<file path="config.mk">
export PLATFORM = sky130hd
export DESIGN_NAME = vtv_ctrl
export DESIGN_NICKNAME = d
export VERILOG_FILES = /design/src/hdl/vtv_pkg.sv /design/src/hdl/vtv_ctrl.sv
export SDC_FILE = /design/constraint.sdc
export NUM_CORES = 1
export LEC_CHECK = 0
export BUFFER_PORTS_ARGS = -buffer_cell sky130_fd_sc_hd__clkbuf_2
export CORE_MARGIN = 1.5
export CORE_UTILIZATION = 35
export DETAILED_ROUTE_END_ITERATION = 10
export PLACE_DENSITY_LB_ADDON = 0.3
export SLEW_MARGIN = 20
export SYNTH_ARGS = -nofsm -noshare
export SYNTH_HDL_FRONTEND = slang
export SYNTH_SLANG_ARGS = --single-unit
</file>
<file path="constraint.sdc">
create_clock -name clock -period 2.1 [get_ports clock]
set_input_delay 0.315 -clock clock [delete_from_list [all_inputs] [get_ports clock]]
set_output_delay 0.315 -clock clock [all_outputs]
set_load 0.01 [all_outputs]
</file>
<file path="src/hdl/vtv_pkg.sv">
`timescale 1ns / 1ps
// ----------------------------------------------------------------------------
// vtv_pkg
// Types, codes and helpers shared by the vertex transform and viewport block.
// ----------------------------------------------------------------------------
package vtv_pkg;

   localparam int CSR_IDX_W = 2;
   localparam int CSR_DATA_W = 13;

   typedef enum logic [1:0] {
      OP_LOAD  = 2'd0,
      OP_IDENT = 2'd1,
      OP_TRANS = 2'd2,
      OP_CONV  = 2'd3
   } op_type;

   typedef enum logic [CSR_IDX_W-1:0] {
      CSR_WIDTH  = 2'd0,
      CSR_HEIGHT = 2'd1
   } csr_idx_type;

   typedef enum logic [6:0] {
      S_IDLE   = 7'b0000001,
      S_TR_MUL = 7'b0000010,
      S_TR_ACC = 7'b0000100,
      S_CV_MUL = 7'b0001000,
      S_CV_SUM = 7'b0010000,
      S_VP_MUL = 7'b0100000,
      S_VP_OUT = 7'b1000000
   } state_type;

   typedef struct packed {
      logic capture;
      logic write_entry;
      logic set_ident;
      logic tr_mul;
      logic tr_acc;
      logic cv_mul;
      logic cv_sum;
      logic vp_mul;
      logic out_load;
   } cmd_type;

   function automatic logic signed [31:0] sat32(input logic signed [65:0] v);
      if (v > 66'sd2147483647) begin
         return 32'sh7FFFFFFF;
      end else if (v < -66'sd2147483648) begin
         return 32'sh80000000;
      end else begin
         return v[31:0];
      end
   endfunction

endpackage

</file>
<file path="src/hdl/vtv_ctrl.sv">
`timescale 1ns / 1ps
// ----------------------------------------------------------------------------
// vtv_ctrl
// Sequencer: steps translate and convert through the shared multiplier row.
// ----------------------------------------------------------------------------
module vtv_ctrl (
   input  logic              clock,
   input  logic              reset,
   input  logic              req_valid,
   input  vtv_pkg::op_type   req_op,
   output logic              req_ready,
   output logic              rsp_valid,
   input  logic              rsp_ready,
   output vtv_pkg::cmd_type  cmd
);

   vtv_pkg::state_type state_ff, state_in;
   logic [1:0]         cnt_ff, cnt_in;
   logic               out_valid_ff, out_valid_in;
   logic               accept;
   logic               out_free;

   assign req_ready = (state_ff == vtv_pkg::S_IDLE);
   assign accept    = req_valid && req_ready;
   assign out_free  = !out_valid_ff || rsp_ready;
   assign rsp_valid = out_valid_ff;

   always_comb begin
      state_in = state_ff;
      cnt_in   = cnt_ff;
      cmd      = '0;
      cmd.capture     = accept;
      cmd.write_entry = accept && (req_op == vtv_pkg::OP_LOAD);
      cmd.set_ident   = accept && (req_op == vtv_pkg::OP_IDENT);
      unique case (state_ff)
         vtv_pkg::S_IDLE: begin
            cnt_in = 2'd0;
            if (accept && (req_op == vtv_pkg::OP_TRANS)) begin
               state_in = vtv_pkg::S_TR_MUL;
            end else if (accept && (req_op == vtv_pkg::OP_CONV)) begin
               state_in = vtv_pkg::S_CV_MUL;
            end
         end
         vtv_pkg::S_TR_MUL: begin
            cmd.tr_mul = 1'b1;
            state_in   = vtv_pkg::S_TR_ACC;
         end
         vtv_pkg::S_TR_ACC: begin
            cmd.tr_acc = 1'b1;
            cnt_in     = cnt_ff + 2'd1;
            state_in   = (cnt_ff == 2'd2) ? vtv_pkg::S_IDLE : vtv_pkg::S_TR_MUL;
         end
         vtv_pkg::S_CV_MUL: begin
            cmd.cv_mul = 1'b1;
            cmd.cv_sum = (cnt_ff != 2'd0);
            cnt_in     = cnt_ff + 2'd1;
            if (cnt_ff == 2'd3) begin
               state_in = vtv_pkg::S_CV_SUM;
            end
         end
         vtv_pkg::S_CV_SUM: begin
            cmd.cv_sum = 1'b1;
            state_in   = vtv_pkg::S_VP_MUL;
         end
         vtv_pkg::S_VP_MUL: begin
            cmd.vp_mul = 1'b1;
            state_in   = vtv_pkg::S_VP_OUT;
         end
         vtv_pkg::S_VP_OUT: begin
            if (out_free) begin
               cmd.out_load = 1'b1;
               state_in     = vtv_pkg::S_IDLE;
            end
         end
         default: begin
            state_in = vtv_pkg::S_IDLE;
         end
      endcase
   end

   always_comb begin
      if (cmd.out_load) begin
         out_valid_in = 1'b1;
      end else if (rsp_ready) begin
         out_valid_in = 1'b0;
      end else begin
         out_valid_in = out_valid_ff;
      end
   end

   always_ff @(posedge clock) begin
      if (reset) begin
         state_ff     <= vtv_pkg::S_IDLE;
         cnt_ff       <= 2'd0;
         out_valid_ff <= 1'b0;
      end else begin
         state_ff     <= state_in;
         cnt_ff       <= cnt_in;
         out_valid_ff <= out_valid_in;
      end
   end

endmodule

</file>
# == Word-level counts from Yosys, hierarchy flattened ==
# Cells that the tools add are included.
# totals
mem_count,0
latchBits,0
input_bits,6
mem_bits_rw,0
ff_bits,10
out_inout_bits,11
romBits,0
word_cells,48
# op_classes
magnitude_cmp,0
div_mod_pow,0
n_bitwise,0
reduce_logical,13
n_mux,16
n_mul,0
shifts,0
n_eq_ne,15
addsub,1
# ops
cell,count
one-hot mux 7 bit (7 select lines),1
2-to-1 mux 7 bit,4
"== test 2 bit, second input constant",4
2-to-1 mux 1 bit,8
"== test 7 x 1 -> 1 bit, second input constant",1
"== test 7 x 2 -> 1 bit, second input constant",1
"== test 7 x 3 -> 1 bit, second input constant",1
"== test 7 x 4 -> 1 bit, second input constant",1
"== test 7 x 5 -> 1 bit, second input constant",1
"== test 7 x 6 -> 1 bit, second input constant",1
"== test 7 bit, second input constant",1
nonzero test 2 bit,3
logical AND 1 bit,5
"!= test 2 bit, second input constant",2
one-hot mux 2 bit (2 select lines),1
"!= test 3 x 1 -> 1 bit, second input constant",1
AND reduction 3 bit,1
"adder 2 x 1 -> 2 bit, second input constant",1
"== test 2 x 1 -> 1 bit, second input constant",1
logical NOT 2 bit,1
2-to-1 mux 2 bit,1
one-hot mux 1 bit (2 select lines),1
OR reduction 2 bit,1
logical NOT 1 bit,1
logical OR 1 bit,1

# == Logic depth before layout (Yosys ltp) ==
# Gate-level depths: netlist (run 1).
# logic_depth
word_depth,6
mapped_depth,6
mapped_depth_nobuf,5

# == Worst setup path after synthesis (run 1) ==
# OpenSTA, ideal clock, no wires.
# synth_timing
kind,register -> output
from,register state_ff[4]
to,output port cmd[7] in the netlist's numbering
n_path_buf,0
required_ns,1.785
path_stages_with_launch,6
arrival_time_ns,1.710
slack_ns,0.075
cell_sequence,dfxtp_1 or4_4 or3_4 inv_2 nand2_2 nor3_1
# synth_lines
element,line,text
from (decl),vtv_ctrl.sv:17,"vtv_pkg::state_type state_ff, state_in;"
from (signal assigned),vtv_ctrl.sv:93,state_ff <= vtv_pkg::S_IDLE;
from (signal assigned),vtv_ctrl.sv:97,state_ff <= state_in;
to (decl),vtv_ctrl.sv:14,output vtv_pkg::cmd_type cmd

==> qor.yml, run 1 <==
vias: 712
wire_per_inst_um: 13.2
coreArea_sq_um: 1780
syn_area_sq_um: 683
setup_violations: 4
grt_pass1_vias: 623
die_y_um: 47.2
seq_area_frac_synth: 0.293
pre_cts_ws_ps: 102
detailedRoute.firstIterationViolations: 25
layout_setup_ws_ps: -103
crit_family: "simple AND/OR/NAND/NOR gates"
fin_tns_setup_ps: -306
die_w_um: 47.2
p_leak_nw: 0.411
cellPowerDensity_nw_per_um2: 713
worstMarginPinSlew_ps: 552
cap_violations: 0
cts_sinks: 10
synth_top_family_by_area: "simple AND/OR/NAND/NOR gates"
muxShareOfSynthArea: 0
root_buffer: "clkbuf_4"
start_util: 0.383
drtPass1Iterations: 4
critPathMaxStageDelay_ps: 530
gr-total-overflow: 0
synth_ff_type: "dfxtp_1"
synth-simple-area-share: 0.440
required_ps: 1780
violations: "negative setup slack"
cpMaxStageDelayCell: "or4_4"
rsz0062_at_grt: "yes"
crit_path_cell_trace: "or4_4 > or3_4 > inv_4 > nand2_4 > nor3b_2 > buf_2"
hold_path.class: "in -> reg"
synth-compound-area-share: 0.115
drive_above_1_share: 0.482
dieArea_sq_um: 2230
dp_hpwl_um: 1230
cts_tree: "yes"
rows: 15
relSlewSlack: 0.632
slew_violations: 0
syn_to_final_growth_pct: 40.8
syn_nets: 88
path_class: "reg -> out"
ys_types: 37
yosysWarnings: 0
period_needed_ps: 2200
min_period_over_period: 1.05
grt_pass1_wl_um: 2700
worst_setup_path_end_kind: "output port"
ys_async_sr_fraction: 0
synth_area_per_cell_sq_um: 8.65
synthXorXnorAreaFrac: 0.0256
clk_pin_slew_ps: 70
cts-htree-levels: 1
synth_edf_count: 0
synthCells: 79
clock_skew_ps: 4.63
io_pins: 17
hold_violations: 0
fmax_ghz: 0.454
place_congestion: 0.812
startpoint_type: "register"
crit_path_max_fanout: 3
cts_buffer_depth: 2
remaining_drc_errors: 0
n_antenna_cell: 0
viasPerCell: 5.27
cts_buffers: 3
grt_usage: 0.181
worstPathArrival_ps: 1890
grt_max_degree: 11
cp_num_buf_inv: 2
antenna_left: 0
nFillCells: 169
wl_um: 1780
antenna_found_initial: 0
worstSkewPairLatency_ps: 270
nets: 120
outcome: "finished with violations"
port_buffers: 16
synth-seq-cells: 10
vdd_drop_max_mv: 0.573
ctsHoldBuffers: 0
post_synth_fa_ha_maj_area_fraction: 0.0549
[registers in the layout (all words and copies together), names as in the netlist]
name,cells
state_ff,7
cnt_ff,2
rsp_valid,1
[stage by stage]
step	utilization	hold slack (ps)	total power, mW	area (sq um)	cells
finish	0.540	347	0.686	962	135
global route	0.540	368	0.722	962	135
CTS	0.514	351	0.632	916	132
detailed placement	0.462	497	0.416	825	123
global placement	0.462	481	0.414	825	123
floorplan	-	461	0.359	683	79
[layout make-up]
cell class | count | area (sq um) | share of cell area
flip-flops and latches | 10 | 201 | 0.209
repair buffers | 31 | 209 | 0.217
multi-input cells | 58 | 455 | 0.473
clock buffers | 4 | 36.3 | 0.0377
well taps | 25 | 31.3 | 0.0325
inverters | 7 | 28.8 | 0.0299
[Yosys cell counts (2+ instances only)]
cell	n	area [sq um]
nor4_1	2	12.5
nand3_1	4	20.0
nand2_1	4	15.0
nor3_1	5	25.0
a21oi_1	5	25.0
nor4b_1	2	17.5
dfxtp_1	10	200
buf_4	2	15.0
or4_4	2	22.5
ha_1	3	37.5
or3_4	2	22.5
o21ai_0	2	10.0
nand2b_1	2	12.5
nor2_1	6	22.5
inv_1	6	22.5
[worst paths after layout]
check	to	slack, ps	depth (start not counted)	from
max	cmd[6]	-100	6	state_ff[4]$_SDFFE_PP0P_
min	rsp_valid$_SDFFE_PP0P_	350	4	rsp_ready
max reg2reg	state_ff[0]$_SDFFE_PP1P_	20	6	state_ff[4]$_SDFFE_PP0P_
min reg2reg	cnt_ff[0]$_SDFFE_PP0P_	500	2	cnt_ff[0]$_SDFFE_PP0P_
[routing by layer]
layer  vias up  track usage  part of all wire
li1        348            -                 -
met1       344        0.215              0.45
met2        18        0.304              0.50
met3         2       0.0692             0.044
met4         0       0.0500            0.0096
met5         -            0                 0
[cell families (layout without fill, tap and decap cells)]
kind of cell / Yosys count / in the layout
xor+xnor: 2 / 2
compound gates: 12 / 12
fa+ha+maj: 3 / 3
flops: 10 / 10
buf+inv: 11 / 42
simple gates: 41 / 41
[cell usage in the layout, fill, tap and decap left out, types with 2 or more instances in the layout]
cell type / n
nand2_1: 4
inv_1: 5
dfxtp_1: 9
clkbuf_2: 11
a21oi_1: 5
nor4_1: 2
buf_4: 14
or3_4: 2
nand2b_1: 2
nor4b_1: 2
clkbuf_4: 3
nor2_1: 6
ha_1: 3
buf_2: 3
buf_6: 3
nand3_1: 4
nor3_1: 3
or4_4: 2
[timing repair]
item	in CTS	in global routing
setup buffers	5	3
gates resized for setup	5	11
pin swaps	4	2
endpoints found under the setup margin	6	7
endpoints found under the hold margin	0	0
[report_power, final]
group | leakage (nW) | switching (mW) | total, mW | internal (mW)
Clock | 0.0210 | 0.0739 | 0.179 | 0.105
Sequential | 0.0815 | 0.00738 | 0.207 | 0.200
Combinational | 0.308 | 0.151 | 0.300 | 0.150
[worst min-delay path, cell delays in order]
cell and delay (ps):
clkbuf_2 80, nor2b_1 50, inv_1 70, a21oi_1 60
Note: power is estimated with default switching activity, not from simulation.
==> run 2: changes to the inputs <==
==> constraint.sdc (replaced) <==
create_clock -name clock -period 2.1 [get_ports clock]
set_input_delay 0.63 -clock clock [delete_from_list [all_inputs] [get_ports clock]]
set_output_delay 0.63 -clock clock [all_outputs]
set_load 0.01 [all_outputs]
==> run 2 against run 1 <==
  * The run still ends with negative setup slack left
  * Cell count did not move
  * Critical path depth unchanged
  * Count of clock-buffer cells in the layout decreased by 1
  * Final area is 3.8% higher
  * Via count fell by 3.9%
  * Sequential power is essentially flat
==> qor.yml, run 2 (synthesis gave the netlist of run 1 again) <==
design_area_sq_um: 998  # +3.8%
layout_setup_ws_ps: -446  # -343 ps
hold_end: "cnt_ff[0]$_SDFFE_PP0P_"
port_buffers: 16  # unchanged
critPathMaxStageDelay_ps: 530  # about the same
path_class: "reg -> out"
grt_pass1_vias: 659  # +5.8%
dp_cells: 129  # +4.9%
dieArea_sq_um: 2230  # unchanged
hold_path.class: "reg -> reg"
crit_start: "state_ff[2]$_SDFFE_PP0P_"
final_cell_mix: "13 x buf_4, 7 x dfxtp_1, 7 x clkbuf_2"
crit_path_cell_trace: "or4_4 > or3_4 > inv_4 > nand2_4 > nor3b_4 > buf_2"
ctsHoldBuffers: 0  # unchanged
postLayoutCoreUtil: 0.560  # +0.0204
grt_max_degree: 11  # unchanged
cellPowerDensity_nw_per_um2: 621  # -13%
clk_pin_slew_ps: 70  # about the same
relSlewSlack: 0.735  # +0.103
p_total_uw: 620  # -9.7%
rsz0062_at_grt: "yes"
r2r-end: "state_ff[0]$_SDFFE_PP1P_"
grt_pass1_wl_um: 2770  # +2.6%
hold_depth: 2  # -2
crit_path_max_fanout: 3  # unchanged
dpl_cell_area_sq_um: 902  # +9.4%
min_period_over_period: 1.21  # +0.163
antenna_left: 0  # unchanged
vdd_drop_max_mv: 0.374  # -35%
coreArea_sq_um: 1780  # unchanged
final-instance-count-excl-fill: 135  # unchanged
gr-total-overflow: 0  # unchanged
n_antenna_cell: 0  # unchanged
remaining_drc_errors: 0  # unchanged
vias: 684  # -3.9%
wl_um: 1710  # -3.9%
io_pins: 17  # unchanged
drive_above_1_share: 0.509  # +0.0273
grt_usage: 0.183  # +0.00256
syn_to_final_growth_pct: 46.2
cts_tree: "yes"
violations: "negative setup slack"
cts_sinks: 10  # unchanged
slew_violations: 0  # unchanged
startpoint_type: "register"
hold_violations: 0  # unchanged
rr_startpoint: "state_ff[5]$_SDFFE_PP0P_"
dp_hpwl_um: 1250  # +1.6%
required_ps: 1470  # -310 ps
cts-htree-levels: 1  # unchanged
drtPass1Iterations: 3  # -1
worst_setup_path_end_kind: "output port"
setup_violations: 8  # +4
wire_per_inst_um: 12.7  # -3.9%
p_leak_nw: 0.425  # +3.6%
nets: 121  # +0.83%
place_congestion: 0.776  # -4.4%
fmax_ghz: 0.393  # -13%
worstPathArrival_ps: 1920  # +30 ps
rows: 15  # unchanged
die_y_um: 47.2  # unchanged
root_buffer: "clkbuf_4"
cts_buffer_depth: 2  # unchanged
start_util: 0.383  # unchanged
r2r_cells: 6  # unchanged
cp_num_buf_inv: 2  # unchanged
die_w_um: 47.2  # unchanged
worstHoldStart: "cnt_ff[0]$_SDFFE_PP0P_"
viasPerCell: 5.07  # -3.9%
hold_ws_ps: 510  # +162 ps
largest_register: "state_ff"
pre_cts_ws_ps: -160  # -262 ps
worstSkewPairLatency_ps: 270  # about the same
antenna_found_initial: 0  # unchanged
crit_family: "simple AND/OR/NAND/NOR gates"
fin_tns_setup_ps: -2130  # -1830 ps
r2r_setup_slack_ps: 140  # +120 ps
clock_skew_ps: 1.74  # -2.89 ps
cts_buffers: 3  # unchanged
cap_violations: 0  # unchanged
cpMaxStageDelayCell: "or4_4"
largest_reg_flops: 7  # unchanged
worstMarginPinSlew_ps: 395  # -157 ps
final_common_cell: "buf_4"
detailedRoute.firstIterationViolations: 6  # -76%
outcome: "finished with violations"
period_needed_ps: 2550  # +343 ps
==> run 2: cell count changes in the layout (fill, tap and decap cells not counted), moves of 2 or more <==
cell / delta
buf_2: +3
clkbuf_2: -4
buf_6: +3
dfxtp_1: -2
dfxtp_2: +2
==> run 2: how the worst max path moves through the flow <==
stage | end | slack [ps] | depth (start not counted)
global route | cmd[6] | -480 | 6
CTS | cmd[6] | -450 | 6
global placement | cmd[6] | -150 | 6
detailed placement | cmd[6] | -160 | 6
floorplan | cmd[6] | -130 | 5
finish | cmd[6] | -450 | 6
==> run 2: what timing repair did <==
action,4_1_cts,5_1_grt
setup endpoints to repair,9,10
setup buffers,2,2
gates resized for setup,6,14
pin swaps,4,4
==> run 2: layer usage <==
layer,wire length (um),track usage
met1,772,0.213
met2,838,0.296
met3,78,0.0769
met4,20,0.0778
met5,0,0
==> run 2: where the power goes <==
part / internal, mW / leakage (nW) / switching (mW)
logic: 0.132 / 0.329 / 0.141
clock network: 0.0663 / 0.0138 / 0.0719
registers: 0.200 / 0.0826 / 0.00944
total: 0.398 / 0.425 / 0.222
==> run 2: layout make-up <==
class	instances	area, sq um
clock buffers	3	22.5
well taps	25	31.3
fillers	171	785
inverters	7	28.8
multi-input cells	58	482
flip-flops and latches	10	204
repair buffers	32	230
==> run 2: tightest hold or removal path: stages (launching register included) <==
cell     delay, ps
dfxtp_1        330
nand3_1         70
a21oi_1         60
==> run 3: changes to the inputs <==
CORE_UTILIZATION = 50   (was 35)
RECOVER_POWER = 50   (was default)
==> run 3 against run 2 <==
  * The run still ends with negative setup slack left
  * Routed wire length grew 7.0%
  * Clock skew up 0.85 ps
  * Register-to-register slack about the same
  * Maximum frequency is 1.7% lower
  * Sequential share of layout area is 0.50 points higher
  * Non-clock buffer count is 1 higher
  * Worst hold slack lost 5.6 ps
==> qor.yml, run 3 (synthesis gave the netlist of run 1 again) <==
path_class: "reg -> out"
cts_tree: "yes"
syn_to_final_growth_pct: 41.8
period_needed_ps: 2590  # +42.9 ps
drive_above_1_share: 0.482  # -0.0269
clk_pin_slew_ps: 70  # about the same
design_area_sq_um: 968  # -3.0%
hold_violations: 0  # unchanged
r2r_setup_slack_ps: 130  # about the same
grt_pass1_vias: 588  # -11%
final-instance-count-excl-fill: 127  # -5.9%
rsz0062_at_grt: "yes"
coreArea_sq_um: 1280  # -28%
layout_setup_ws_ps: -489  # -42.9 ps
grt_pass1_wl_um: 2490  # -10%
cts_buffers: 3  # unchanged
worstMarginPinSlew_ps: 581  # +186 ps
clock_skew_ps: 2.58  # +0.845 ps
min_period_over_period: 1.23  # +0.0205
viasPerCell: 5.46  # +7.7%
die_y_um: 40.0  # -15%
io_pins: 17  # unchanged
place_congestion: 0.801  # +3.3%
final_cell_mix: "13 x buf_4, 8 x dfxtp_1, 8 x clkbuf_2"
final_common_cell: "buf_4"
crit_path_max_fanout: 3  # unchanged
hold_ws_ps: 504  # -5.62 ps
start_util: 0.532  # +0.148
setup_violations: 9  # +1
grt_max_degree: 11  # unchanged
worstPathArrival_ps: 1960  # +40 ps
antenna_found_initial: 0  # unchanged
detailedRoute.firstIterationViolations: 23  # +17
pre_cts_ws_ps: -164  # -4.34 ps
root_buffer: "clkbuf_4"
relSlewSlack: 0.610  # -0.125
rows: 13  # -2
worstSkewPairLatency_ps: 260  # about the same
vias: 693  # +1.3%
startpoint_type: "register"
ctsHoldBuffers: 0  # unchanged
gr-total-overflow: 0  # unchanged
wire_per_inst_um: 14.4  # +14%
cap_violations: 0  # unchanged
required_ps: 1470  # about the same
worst_setup_path_end_kind: "output port"
dpl_cell_area_sq_um: 890  # -1.4%
cts_sinks: 10  # unchanged
port_buffers: 16  # unchanged
remaining_drc_errors: 0  # unchanged
dieArea_sq_um: 1600  # -28%
outcome: "finished with violations"
drtPass1Iterations: 4  # +1
cellPowerDensity_nw_per_um2: 702  # +13%
n_antenna_cell: 0  # unchanged
hold_path.class: "reg -> reg"
cts-htree-levels: 1  # unchanged
violations: "negative setup slack"
fmax_ghz: 0.386  # -1.7%
largest_reg_flops: 7  # unchanged
cts_buffer_depth: 2  # unchanged
antenna_left: 0  # unchanged
grt_usage: 0.236  # +0.0528
nets: 122  # +0.83%
die_w_um: 40.0  # -15%
wl_um: 1830  # +7.0%
dp_cells: 119  # -7.8%
dp_hpwl_um: 1200  # -3.6%
p_leak_nw: 0.425  # about the same
p_total_uw: 680  # +9.7%
largest_register: "state_ff"
slew_violations: 0  # unchanged
vdd_drop_max_mv: 0.419  # +12%
-- run 3: layout make-up --
class	count	area [sq um]
clock buffers	4	36.3
fillers	93	317
inverters	7	28.8
multi-input cells	58	442
flip-flops and latches	10	203
well taps	15	18.8
repair buffers	33	240
-- run 3: where the power goes --
part | switching (mW) | internal, mW
Combinational | 0.148 | 0.152
Clock | 0.0671 | 0.105
Sequential | 0.00793 | 0.200
-- run 3: routing by layer --
layer / global-route usage / part of all wire
met4: 0.0690 / 0.0027
met2: 0.415 / 0.52
met5: 0 / 0
met1: 0.260 / 0.44
met3: 0.0889 / 0.038
-- run 3: worst max-delay path, cell delays in order (launching register included) --
cell,delay (ps)
dfxtp_2,320
or4_4,530
or3_4,380
inv_4,80
nand2_4,60
nor3b_4,170
buf_2,150
-- run 3: worst paths after layout --
path	from	endpoint	depth (start not counted)
setup reg to reg	state_ff[5]$_SDFFE_PP0P_	state_ff[0]$_SDFFE_PP1P_	6
hold / removal	cnt_ff[0]$_SDFFE_PP0P_	cnt_ff[0]$_SDFFE_PP0P_	2
setup / recovery	state_ff[2]$_SDFFE_PP0P_	cmd[6]	6
hold reg to reg	cnt_ff[0]$_SDFFE_PP0P_	cnt_ff[0]$_SDFFE_PP0P_	2
-- run 3: through the flow --
step	setup TNS, ps	util
6_report	-2790	0.754
5_1_grt	-3270	0.754
4_1_cts	-2190	0.735
3_5_place_dp	-306	0.692
3_3_place_gp	-226	0.692
2_1_floorplan	-277	-
-- run 3: repair_timing --
item                                    CTS  global route
pin swaps                                 3             1
cloned                                    0             0
endpoints found under the setup margin    8            10
gates resized for setup                   3            15
setup buffers                             3             3
